==> src/sv/lrukv_pkg.sv <==
// ----------------------------------------------------------------------------
// lrukv_pkg: shared definitions for the LRU key-value cache
// Field widths, defaults for the top-level parameters, opcode and FSM codes.
// ----------------------------------------------------------------------------
package lrukv_pkg;

  // fixed field widths
  localparam int KEY_BITS   = 32;
  localparam int FIELD_BITS = 32;
  localparam int CAP_BITS   = 5;

  // capacity register after reset
  localparam logic [CAP_BITS-1:0] CAP_RESET = 5'd16;

  // defaults for the top-level parameters
  localparam int ENTRIES_DEFAULT   = 16;
  localparam int DATA_BITS_DEFAULT = 32;

  // request kinds
  typedef enum logic {
    OP_GET = 1'b0,
    OP_SET = 1'b1
  } op_t;

  // sequencer states
  typedef enum logic [1:0] {
    ST_IDLE,
    ST_SCAN,
    ST_FINISH
  } state_t;

endpackage

==> src/sv/lru_key_value_cache.sv <==
// A response is loaded into the output register as the finish state ends, after
// the scan has read every entry; a full output register not yet taken stalls
// the finish state. A new request is accepted only while idle, once the last
// response is loaded. The scan walks the memory's single read port one entry per cycle.
// Reset clears the valid bits and occupancy and sets capacity_in_use to 16;
// the memory needs no clearing pass and the block is ready right after reset.
// ----------------------------------------------------------------------------
// lru_key_value_cache
// Fully associative key-value cache with least-recently-used replacement.
// Keys and values sit in one synchronous memory; valid bits, age ranks and
// occupancy are kept in flops beside it.
// ----------------------------------------------------------------------------
module lru_key_value_cache #(
  parameter int ENTRIES   = lrukv_pkg::ENTRIES_DEFAULT,
  parameter int DATA_BITS = lrukv_pkg::DATA_BITS_DEFAULT
) (
  input  logic                          clk,
  input  logic                          rst,
  // configuration: capacity_in_use
  input  logic                          cfg_wr_en,
  input  logic [lrukv_pkg::CAP_BITS-1:0] cfg_wr_data,
  // request stream
  input  logic                          s_axis_tvalid,
  output logic                          s_axis_tready,
  input  logic [63:0]                   s_axis_tdata,  // key[31:0], write_value[63:32]
  input  logic                          s_axis_tuser,  // opcode[0]
  // response stream
  output logic                          m_axis_tvalid,
  input  logic                          m_axis_tready,
  output logic [71:0]                   m_axis_tdata   // hit[0], read_value[32:1],
                                                       // evicted[33], evicted_key[65:34],
                                                       // zero[71:66]
);

  localparam int KB = lrukv_pkg::KEY_BITS;
  localparam int FB = lrukv_pkg::FIELD_BITS;
  localparam int AW = (ENTRIES > 1) ? $clog2(ENTRIES) : 1;    // entry index / rank
  localparam int OW = $clog2(ENTRIES + 1);                    // occupancy / scan count
  localparam int CMPW = (OW > lrukv_pkg::CAP_BITS) ? OW : lrukv_pkg::CAP_BITS;
  localparam int MW = KB + DATA_BITS;

  // control state
  lrukv_pkg::state_t state, state_next;
  logic [lrukv_pkg::CAP_BITS-1:0] capacity;
  logic [ENTRIES-1:0]             valid;
  logic [ENTRIES-1:0]             valid_next;
  logic [OW-1:0]                  occupancy;
  logic [AW-1:0]                  rank [ENTRIES];

  // latched request
  lrukv_pkg::op_t   op;
  logic [KB-1:0]    key;
  logic [DATA_BITS-1:0] wr_val;

  // scan bookkeeping
  logic [OW-1:0]        cnt;
  logic                 rd_pend;
  logic [AW-1:0]        rd_idx;
  logic                 found;
  logic [AW-1:0]        hit_slot;
  logic [AW-1:0]        hit_rank;
  logic [DATA_BITS-1:0] hit_val;
  logic                 free_found;
  logic [AW-1:0]        free_slot;
  logic                 old_found;
  logic [AW-1:0]        old_slot;
  logic [KB-1:0]        old_key;

  // memory ports
  logic [MW-1:0] mem [ENTRIES];
  logic [MW-1:0] mem_q;
  logic          mem_re;
  logic [AW-1:0] mem_raddr;
  logic          mem_we;
  logic [AW-1:0] mem_waddr;
  logic [MW-1:0] mem_wdata;

  // output register
  logic        out_valid;
  logic [71:0] out_data;
  logic [71:0] resp_word;

  // finish-cycle decisions
  logic          s_fire;
  logic          fin_fire;
  logic          evict_now;
  logic [AW-1:0] ins_slot;
  logic [ENTRIES-1:0] is_oldest;
  logic [KB-1:0] mem_key;
  logic [DATA_BITS-1:0] mem_val;

  assign s_axis_tready = (state == lrukv_pkg::ST_IDLE);
  assign s_fire        = s_axis_tvalid && s_axis_tready;
  assign fin_fire      = (state == lrukv_pkg::ST_FINISH) && (!out_valid || m_axis_tready);
  assign m_axis_tvalid = out_valid;
  assign m_axis_tdata  = out_data;

  assign mem_key = mem_q[KB-1:0];
  assign mem_val = mem_q[MW-1:KB];

  // least recent valid entry: its rank is occupancy - 1
  always_comb begin
    for (int i = 0; i < ENTRIES; i++) begin
      is_oldest[i] = valid[i] && (OW'(rank[i]) == occupancy - OW'(1));
    end
  end

  // eviction on a set miss once the effective capacity is reached
  // (capacity 0 behaves as 1, capacity above ENTRIES as ENTRIES)
  assign evict_now = (occupancy != '0) &&
                     ((CMPW'(occupancy) >= CMPW'(capacity)) || (occupancy == OW'(ENTRIES)));

  // insert into the lowest free slot, the evicted one included
  assign ins_slot = (evict_now && (!free_found || old_slot < free_slot)) ? old_slot : free_slot;

  // sequencer
  always_ff @(posedge clk) begin
    if (rst) begin
      state <= lrukv_pkg::ST_IDLE;
    end else begin
      state <= state_next;
    end
  end

  always_comb begin
    state_next = state;
    mem_re     = 1'b0;
    mem_raddr  = cnt[AW-1:0];
    mem_we     = 1'b0;
    mem_waddr  = ins_slot;
    mem_wdata  = {wr_val, key};
    case (state)
      lrukv_pkg::ST_IDLE: begin
        if (s_fire) state_next = lrukv_pkg::ST_SCAN;
      end
      lrukv_pkg::ST_SCAN: begin
        mem_re = (cnt != OW'(ENTRIES));
        if (cnt == OW'(ENTRIES)) state_next = lrukv_pkg::ST_FINISH;
      end
      lrukv_pkg::ST_FINISH: begin
        if (fin_fire) begin
          state_next = lrukv_pkg::ST_IDLE;
          if (op == lrukv_pkg::OP_SET) begin
            mem_we    = 1'b1;
            mem_waddr = found ? hit_slot : ins_slot;
          end
        end
      end
      default: state_next = lrukv_pkg::ST_IDLE;
    endcase
  end

  // key/value memory; scan reads and finish writes never share a cycle
  always_ff @(posedge clk) begin
    if (mem_we) mem[mem_waddr] <= mem_wdata;
    if (mem_re) mem_q <= mem[mem_raddr];
  end

  // capacity register
  always_ff @(posedge clk) begin
    if (rst) begin
      capacity <= lrukv_pkg::CAP_RESET;
    end else if (cfg_wr_en) begin
      capacity <= cfg_wr_data;
    end
  end

  // request latch and scan
  always_ff @(posedge clk) begin
    if (s_fire) begin
      op         <= lrukv_pkg::op_t'(s_axis_tuser);
      key        <= s_axis_tdata[31:0];
      wr_val     <= DATA_BITS'(s_axis_tdata[63:32]);
      cnt        <= '0;
      rd_pend    <= 1'b0;
      found      <= 1'b0;
      free_found <= 1'b0;
      old_found  <= 1'b0;
    end else if (state == lrukv_pkg::ST_SCAN) begin
      // issue stage
      if (cnt != OW'(ENTRIES)) begin
        cnt     <= cnt + OW'(1);
        rd_pend <= 1'b1;
        rd_idx  <= cnt[AW-1:0];
      end else begin
        rd_pend <= 1'b0;
      end
      // compare stage on last cycle's read
      if (rd_pend) begin
        if (valid[rd_idx] && mem_key == key && !found) begin
          found    <= 1'b1;
          hit_slot <= rd_idx;
          hit_rank <= rank[rd_idx];
          hit_val  <= mem_val;
        end
        if (is_oldest[rd_idx]) begin
          old_found <= 1'b1;
          old_slot  <= rd_idx;
          old_key   <= mem_key;
        end
        if (!valid[rd_idx] && !free_found) begin
          free_found <= 1'b1;
          free_slot  <= rd_idx;
        end
      end
    end
  end

  // valid bits after a set miss: victim dropped, new entry marked
  always_comb begin
    valid_next = valid;
    if (evict_now) valid_next[old_slot] = 1'b0;
    valid_next[ins_slot] = 1'b1;
  end

  // valid bits and occupancy
  always_ff @(posedge clk) begin
    if (rst) begin
      valid     <= '0;
      occupancy <= '0;
    end else if (fin_fire && op == lrukv_pkg::OP_SET && !found) begin
      valid <= valid_next;
      if (!evict_now) occupancy <= occupancy + OW'(1);
    end
  end

  // age ranks, one update cell per entry
  always_ff @(posedge clk) begin
    if (fin_fire && op == lrukv_pkg::OP_SET) begin
      for (int i = 0; i < ENTRIES; i++) begin
        if (found) begin
          if (AW'(i) == hit_slot) rank[i] <= '0;
          else if (valid[i] && rank[i] < hit_rank) rank[i] <= rank[i] + AW'(1);
        end else begin
          if (AW'(i) == ins_slot) rank[i] <= '0;
          else if (valid[i] && !(evict_now && AW'(i) == old_slot)) rank[i] <= rank[i] + AW'(1);
        end
      end
    end
  end

  // response register
  always_ff @(posedge clk) begin
    if (rst) begin
      out_valid <= 1'b0;
    end else if (fin_fire) begin
      out_valid <= 1'b1;
    end else if (m_axis_tready) begin
      out_valid <= 1'b0;
    end
  end

  // response word built from the scan results
  always_comb begin
    resp_word    = '0;
    resp_word[0] = found;
    if (op == lrukv_pkg::OP_GET) begin
      resp_word[32:1] = found ? FB'(hit_val) : '1;
    end else if (!found && evict_now) begin
      resp_word[33]    = 1'b1;
      resp_word[65:34] = old_key;
    end
  end

  always_ff @(posedge clk) begin
    if (fin_fire) begin
      out_data <= resp_word;
    end
  end

  // ---------------- assertions ----------------
  a_occ_bound: assert property (@(posedge clk) disable iff (rst)
    occupancy <= OW'(ENTRIES))
    else $error("occupancy above entry count");

  a_occ_matches_valid: assert property (@(posedge clk) disable iff (rst)
    $countones(valid) == int'(occupancy))
    else $error("occupancy out of step with valid bits");

  a_evict_has_victim: assert property (@(posedge clk) disable iff (rst)
    (fin_fire && op == lrukv_pkg::OP_SET && !found && evict_now) |-> old_found)
    else $error("eviction without a least recent entry");

  a_insert_has_slot: assert property (@(posedge clk) disable iff (rst)
    (fin_fire && op == lrukv_pkg::OP_SET && !found) |-> (free_found || evict_now))
    else $error("insert without a free slot");

  a_no_rw_overlap: assert property (@(posedge clk) disable iff (rst)
    !(mem_we && mem_re))
    else $error("memory read and write in the same cycle");

endmodule
==> config.mk <==
export PLATFORM = sky130hd
export DESIGN_NAME = lru_key_value_cache
export DESIGN_NICKNAME = d
export VERILOG_FILES = /design/src/sv/lrukv_pkg.sv /design/src/sv/lru_key_value_cache.sv
export SDC_FILE = /design/constraint.sdc
export NUM_CORES = 2
export LEC_CHECK = 0
export ABC_AREA = 1
export BUFFER_PORTS_ARGS = -buffer_cell sky130_fd_sc_hd__clkbuf_2
export CORE_MARGIN = 5
export CORE_UTILIZATION = 45
export DETAILED_ROUTE_END_ITERATION = 8
export GPL_ROUTABILITY_DRIVEN = 0
export GPL_TIMING_DRIVEN = 1
export PLACE_DENSITY_LB_ADDON = 0.08
export SLEW_MARGIN = 10
export SYNTH_ARGS = -nofsm -noshare
export SYNTH_HDL_FRONTEND = slang
export SYNTH_SLANG_ARGS = --single-unit
export TNS_END_PERCENT = 20
==> constraint.sdc <==
create_clock -name clk -period 6.9 [get_ports clk]
set_clock_uncertainty 0.1 [all_clocks]
set_input_delay 1.38 -clock clk [delete_from_list [all_inputs] [get_ports clk]]
set_output_delay 1.38 -clock clk [all_outputs]
set_load 0.03 [all_outputs]
After elaboration in Yosys (flattened, before gate mapping)
Memory sizes are Yosys's and may differ from the RTL's. A register that Yosys moved wholly into a read port is not among the register bits.
Index checks and enable logic that the tools add are counted.
{ "word_totals": {"ff_bits": 248, "mem_bits_rw": 1088, "inputBits": 75, "output_inout_bits": 74, "wordCells": 669, "memories": 2} }
{ "classes": {"addsub": 19, "order_cmp": 23, "eq_ne": 70, "n_mux": 365, "bitwise": 53, "n_reduce_logical": 115} }
{ "mem_list": {"columns": ["memory", "depth", "width", "rd", "rd_clocked_by_memory_dff", "write_ports", "line_no", "source"], "rows": [
  ["mem", 16, 64, 1, 1, 1, "lru_key_value_cache.sv:70", "logic [MW-1:0] mem [ENTRIES];"],
  ["rank", 16, 4, 17, 1, 16, "lru_key_value_cache.sv:48", "logic [AW-1:0] rank [ENTRIES];"]
]} }
{ "ops": {"columns": ["cell", "n"], "rows": [
  ["2-to-1 mux 1 bit", 302],
  ["2-to-1 mux 4 bit", 53],
  ["== test 4 bit (first input constant)", 24],
  ["== test 4 x 5 -> 1 bit", 16],
  ["logical AND 1 bit", 76],
  ["less-than comparator 4 bit", 17],
  ["adder 4 x 1 -> 4 bit (second input constant)", 16],
  ["== test 3 x 4 -> 1 bit (first input constant)", 12],
  ["OR 1 bit", 48],
  ["== test 32 bit", 1],
  ["2-to-1 mux 32 bit", 1],
  ["== test 2 x 4 -> 1 bit (first input constant)", 6],
  ["zero test 1 bit", 20],
  ["AND 16 bit", 1],
  ["2-to-1 mux 16 bit", 1],
  ["inverter 16 bit", 1],
  ["OR 16 bit", 1],
  ["less-than comparator 4 x 5 -> 1 bit (second input constant)", 3],
  ["== test 1 x 4 -> 1 bit (first input constant)", 3],
  ["zero test 4 bit", 3],
  ["AND reduction 3 bit", 4],
  ["AND reduction 4 bit", 3],
  ["adder 5 x 1 -> 5 bit (second input constant)", 2],
  ["== test 5 bit (second input constant)", 2],
  ["other kinds (18)", 29]
]} }

Depth between registers and ports, before layout
{ "depth": {"word_depth": 12, "depth_mapped": 18, "ltp_nobuf": 15} }

Least setup slack after synthesis
OpenSTA, ideal clock, no wires.
{ "synth_path": {"path_type": "input-to-reg", "startpoint": "in m_axis_tready", "endpoint": "mem mem[0][0] (netlist bit), enable pin", "setup_time_ns": 0.574, "arrival_time_ns": 6.574, "required_time_ns": 6.226, "setup_slack_ns": -0.349, "path_stages": 8, "n_path_buf": 2, "path_cell_list": "inv_1 -> nand2_1 -> nand2_2 -> nor2_4 -> nand2_2 -> buf_6 -> buf_6 -> o21ai_0"} }
{ "synth_via": {"elab_chain_len": 6, "word_cells_on_any_way": 8, "cone_classes": "mux (6); reduce/logical (2)"} }
{ "synth_lines": {"columns": ["item", "line_no", "source"], "rows": [
  ["from (decl)", "lru_key_value_cache.sv:29", "input logic m_axis_tready,"],
  ["logical OR 1 bit (*)", "lru_key_value_cache.sv:94", "assign fin_fire = (state == lrukv_pkg::ST_FINISH) && (!out_valid || m_axis_tready);"],
  ["logical AND 1 bit (*)", "lru_key_value_cache.sv:94", null],
  ["2-to-1 mux 1 bit", "lru_key_value_cache.sv:141", "if (fin_fire) begin"],
  ["2-to-1 mux 1 bit", "lru_key_value_cache.sv:132", "case (state)"],
  ["2-to-1 mux 1 bit", "lru_key_value_cache.sv:155", "if (mem_we) mem[mem_waddr] <= mem_wdata;"],
  ["2-to-1 mux 1 bit (implied by the code)", "lru_key_value_cache.sv:155", null],
  ["to (decl)", "lru_key_value_cache.sv:70", null]
]} }
Every way passes the cells marked *; elsewhere a longest branch is shown, timed or not.

Worst setup path in the final report
{ "layout_path": {"startpoint": "reg occupancy[0]", "endpoint": "reg old_key[10], enable pin"} }
{ "layout_via": {"elab_chain_len": 6, "word_cells_on_any_way": 36, "cone_classes": "add/sub (1); eq/ne (16); mux (2); reduce/logical (17)"} }
{ "layout_lines": {"columns": ["item", "line_no", "source"], "rows": [
  ["from (decl)", "lru_key_value_cache.sv:47", "logic [OW-1:0] occupancy;"],
  ["from (signal assigned)", "lru_key_value_cache.sv:223", "if (!evict_now) occupancy <= occupancy + OW'(1);"],
  ["subtractor 5 x 1 -> 5 bit (*)", "lru_key_value_cache.sv:104", "is_oldest[i] = valid[i] && (OW'(rank[i]) == occupancy - OW'(1));"],
  ["== test 4 x 5 -> 1 bit", "lru_key_value_cache.sv:104", null],
  ["logical AND 1 bit", "lru_key_value_cache.sv:104", null],
  ["binary-select mux 1 bit (select 4 bit) (*)", "lru_key_value_cache.sv:196", "if (is_oldest[rd_idx]) begin"],
  ["2-to-1 mux 1 bit (implied by the code) (*)", "lru_key_value_cache.sv:196", null],
  ["AND reduction 4 bit (no source line) (*)", null, null],
  ["to (signal assigned)", "lru_key_value_cache.sv:199", "old_key <= mem_key;"],
  ["to (decl)", "lru_key_value_cache.sv:67", "logic [KB-1:0] old_key;"]
]} }
Every way passes the cells marked *; elsewhere a longest branch is shown, timed or not. The select of a mux whose other input is x is not followed.
A chain may end at the register's enable or synchronous reset.

==> flow_summary.yaml <==
sta:
  final_hold_viol_count: 0
  setup_viol: 0
  post-route-min-period_ns: 4.872
  period_share: 0.7061
  grt_setup_unrepaired: "no"
  max_slew.worst_pin.slew_ns: 1.099
  timing.fmax_mhz: 205.3
  max_slew_margin: 0.2676
  slew_violations: 0
worst_hold_path:
  worstHoldPathType: "reg2reg"
final_layout:
  most-common-layout-cells: "1,367 x edfxtp_1, 733 x nor2_1, 594 x o21ai_0, 532 x nand2_1, 258 x o22ai_1"
  syn2layout_area_growth_pct: 12.36
  postLayoutCellArea_mm2: 0.06458
  fill_cells: 11100
  utilization: 0.5078
  antennaDiodeCount: 0
  final_nets: 4912
  drive_gt1_frac: 0.09703
  multi_input_area_mm2: 0.01393
  seqCellArea_mm2: 0.04180
  layout_commonest_cell: "edfxtp_1"
pwr:
  p_total_mw: 18.64
  intPower_mw: 14.13
  peakVddDrop_mv: 0.2554
  power_frac_clock: 0.404
  switching_power_mw: 4.513
  p_per_area_mw_per_mm2: 288.6
  power_frac_seq: 0.518
  switching_share: 0.2421
  p_leak_nw: 21.97
  pwr-share-comb: 0.078
floorplan:
  die_area_mm2: 0.1350
  core_area_mm2: 0.1272
  io_pins: 149
  dieHeight_um: 367.4
  start_util: 0.4519
  die_w_um: 367.4
  rows: 131
worst_setup_path:
  slowest_stage: "ha_1"
  cp.arrival_ns: 5.21
  crit_chain: "inv_2, ha_1, nor2_1, nor3_1, o211ai_1, nand2_1, nand2_1, nand3_1, nand3_1, a21oi_4, buf_4"
  required_ns: 7.24
  path_max_fanout: 27
  critical_path_class: "reg2reg"
  start_kind: "register"
  path_buf_inv: 2
  critPathCaptureType: "register"
  crit_family: "adder cells"
  cpPeakStageDelay_ns: 1.05
route:
  first_iter_violations: 3686
  via_per_inst: 5.672
  wl_per_cell_um: 24.68
  wirelength_um: 161300
  vias: 37080
  antenna_left: 0
  drc_errors: 0
  drt_pre_antenna_iters: 6
cts:
  numCtsBuffers: 150
  cts_post_setup_buffers_inserted: 0
  clockRootBuffer: "clkbuf_16"
  ctsResizeCount: 0
  clkTransAtPathRegs_ns: 0.06
  cts.path.max_buffers: 3
  htreeDepth: 4
  postCtsHoldBufs: 0
  cts_tree: "done"
  cts_sinks: 1404
  clk_latency_ns: 0.78
global_routing:
  use_met3: 0.03767
  track_usage: 0.2347
  grt_pass1_wl_um: 239100
  grt_remaining_overflow: 0
  grt_start_max_net_pins: 231
  use_met1: 0.3439
  antenna_found_initial: 2
  grt_pass1_vias: 36090
  use_met2: 0.3714
  top_usage_layer: "met2"
yosys:
  synth_largest_area_cell: "edfxtp_1"
  synth_area_leaders: "edfxtp_1 71%, o21ai_0 5.2%, nor2_1 4.8%"
  yosysTopAreaCellShare: 0.7141
  ys_seq_area_frac: 0.7270
  yosysUniqueCellTypes: 49
  syn_area_mm2: 0.05748
  async_flop_share: 0
  synth_flop_cell: "edfxtp_1"
  yosysWarnings: 0
  syn-mean-instance-area_um2: 12.37
  synth_cells: 4646
  synth_seq_cells: 1404
  synth_edf_count: 1367
placement:
  io_buffers: 142
  placed_area_mm2: 0.06005
  dp_hpwl_um: 91800
status:
  status: "finished clean"
job:
  max_cap_viol_count: 0
registers in the layout, indices dropped and copies added, names as in the netlist, 2 cells and up:
name          cells
hit_rank          4
old_key          32
hit_val          32
capacity          5
mem            1024
m_axis_tdata     66
state             2
key              32
hit_slot          4
free_slot         4
wr_val           32
valid            16
rank             64
cnt               5
old_slot          4
mem_q            64
occupancy         5
rd_idx            4
synth_stat cells, types with 46 or more instances:
library cell / n
edfxtp_1: 1367
nor2_1: 739
o21ai_0: 597
nand2_1: 543
o22ai_1: 258
inv_1: 219
clkbuf_1: 168
a21oi_1: 132
nand3_1: 111
nand4_1: 84
ha_1: 77
buf_2: 62
nor3_1: 47
xor2_1: 46
routing by layer:
| metal | wire [um] | part of all wire |
|---|---|---|
| met2 | 74600 | 0.46 |
| met5 | 0 | 0 |
| met1 | 72590 | 0.45 |
| met4 | 3018 | 0.019 |
| met3 | 11120 | 0.069 |
logic make-up (layout without fill, tap and decap cells):
group | after synthesis | count (layout) | synth area share
and+or+nand+nor | 1599 | 1599 | 0.1160
other | 1 | 6 | 0.00006524
adders and majority gates | 77 | 77 | 0.01676
buffers and inverters | 479 | 703 | 0.03389
DFF | 1404 | 1404 | 0.7270
xor gates and xnor gates | 70 | 70 | 0.01080
AOI/OAI and AO/OA | 1014 | 1014 | 0.09517
muxes | 2 | 2 | 0.0003483
cell type report:
class                   count  area share
multi-input cells        2768      0.2158
clock inverters            62    0.007633
inverters                 228     0.01364
clock buffers             205     0.06259
flip-flops and latches   1404      0.6472
repair buffers            208     0.02100
well taps                1662     0.03220
final timing paths:
check        slack (ns)         start     endpoint  depth (start not counted)
min                0.32     mem_q[38]   hit_val[6]                          0
max                2.03  occupancy[0]  old_key[10]                         11
min reg2reg        0.32     mem_q[38]   hit_val[6]                          0
max reg2reg        2.03  occupancy[0]  old_key[10]                         11
per-stage QoR:
stage	hold slack [ns]	instances	worst slack (ns)	TNS [ns]
after CTS	0.3196	6537	2.086	0
final	0.3159	6537	2.028	0
after global routing	0.3254	6537	1.778	0
after global placement	0.3029	6270	1.936	0
after detailed placement	0.3072	6270	1.863	0
after floorplan	0.3003	4651	-0.3489	-66.98
worst register-to-register path, delay by kind of cell (launching register included):
kind	cells	cell delay, ns
adder cells (fa/ha/maj)	1	1.06
AND/OR/NAND/NOR	6	0.75
buffers and inverters	2	0.84
AO/OA/AOI/OAI	2	0.90
flip-flops	1	0.90
power groups by stage:
stage                     logic (mW)  clock network [mW]  registers [mW]
after floorplan                 1.01                   0            9.73
after global placement          1.46                   0            9.83
after detailed placement        1.46                   0            9.83
after CTS                       1.47                7.70            9.65
after global routing            1.63                8.07            9.66
final                           1.46                7.54            9.65
(Power assumes the default switching activity.)
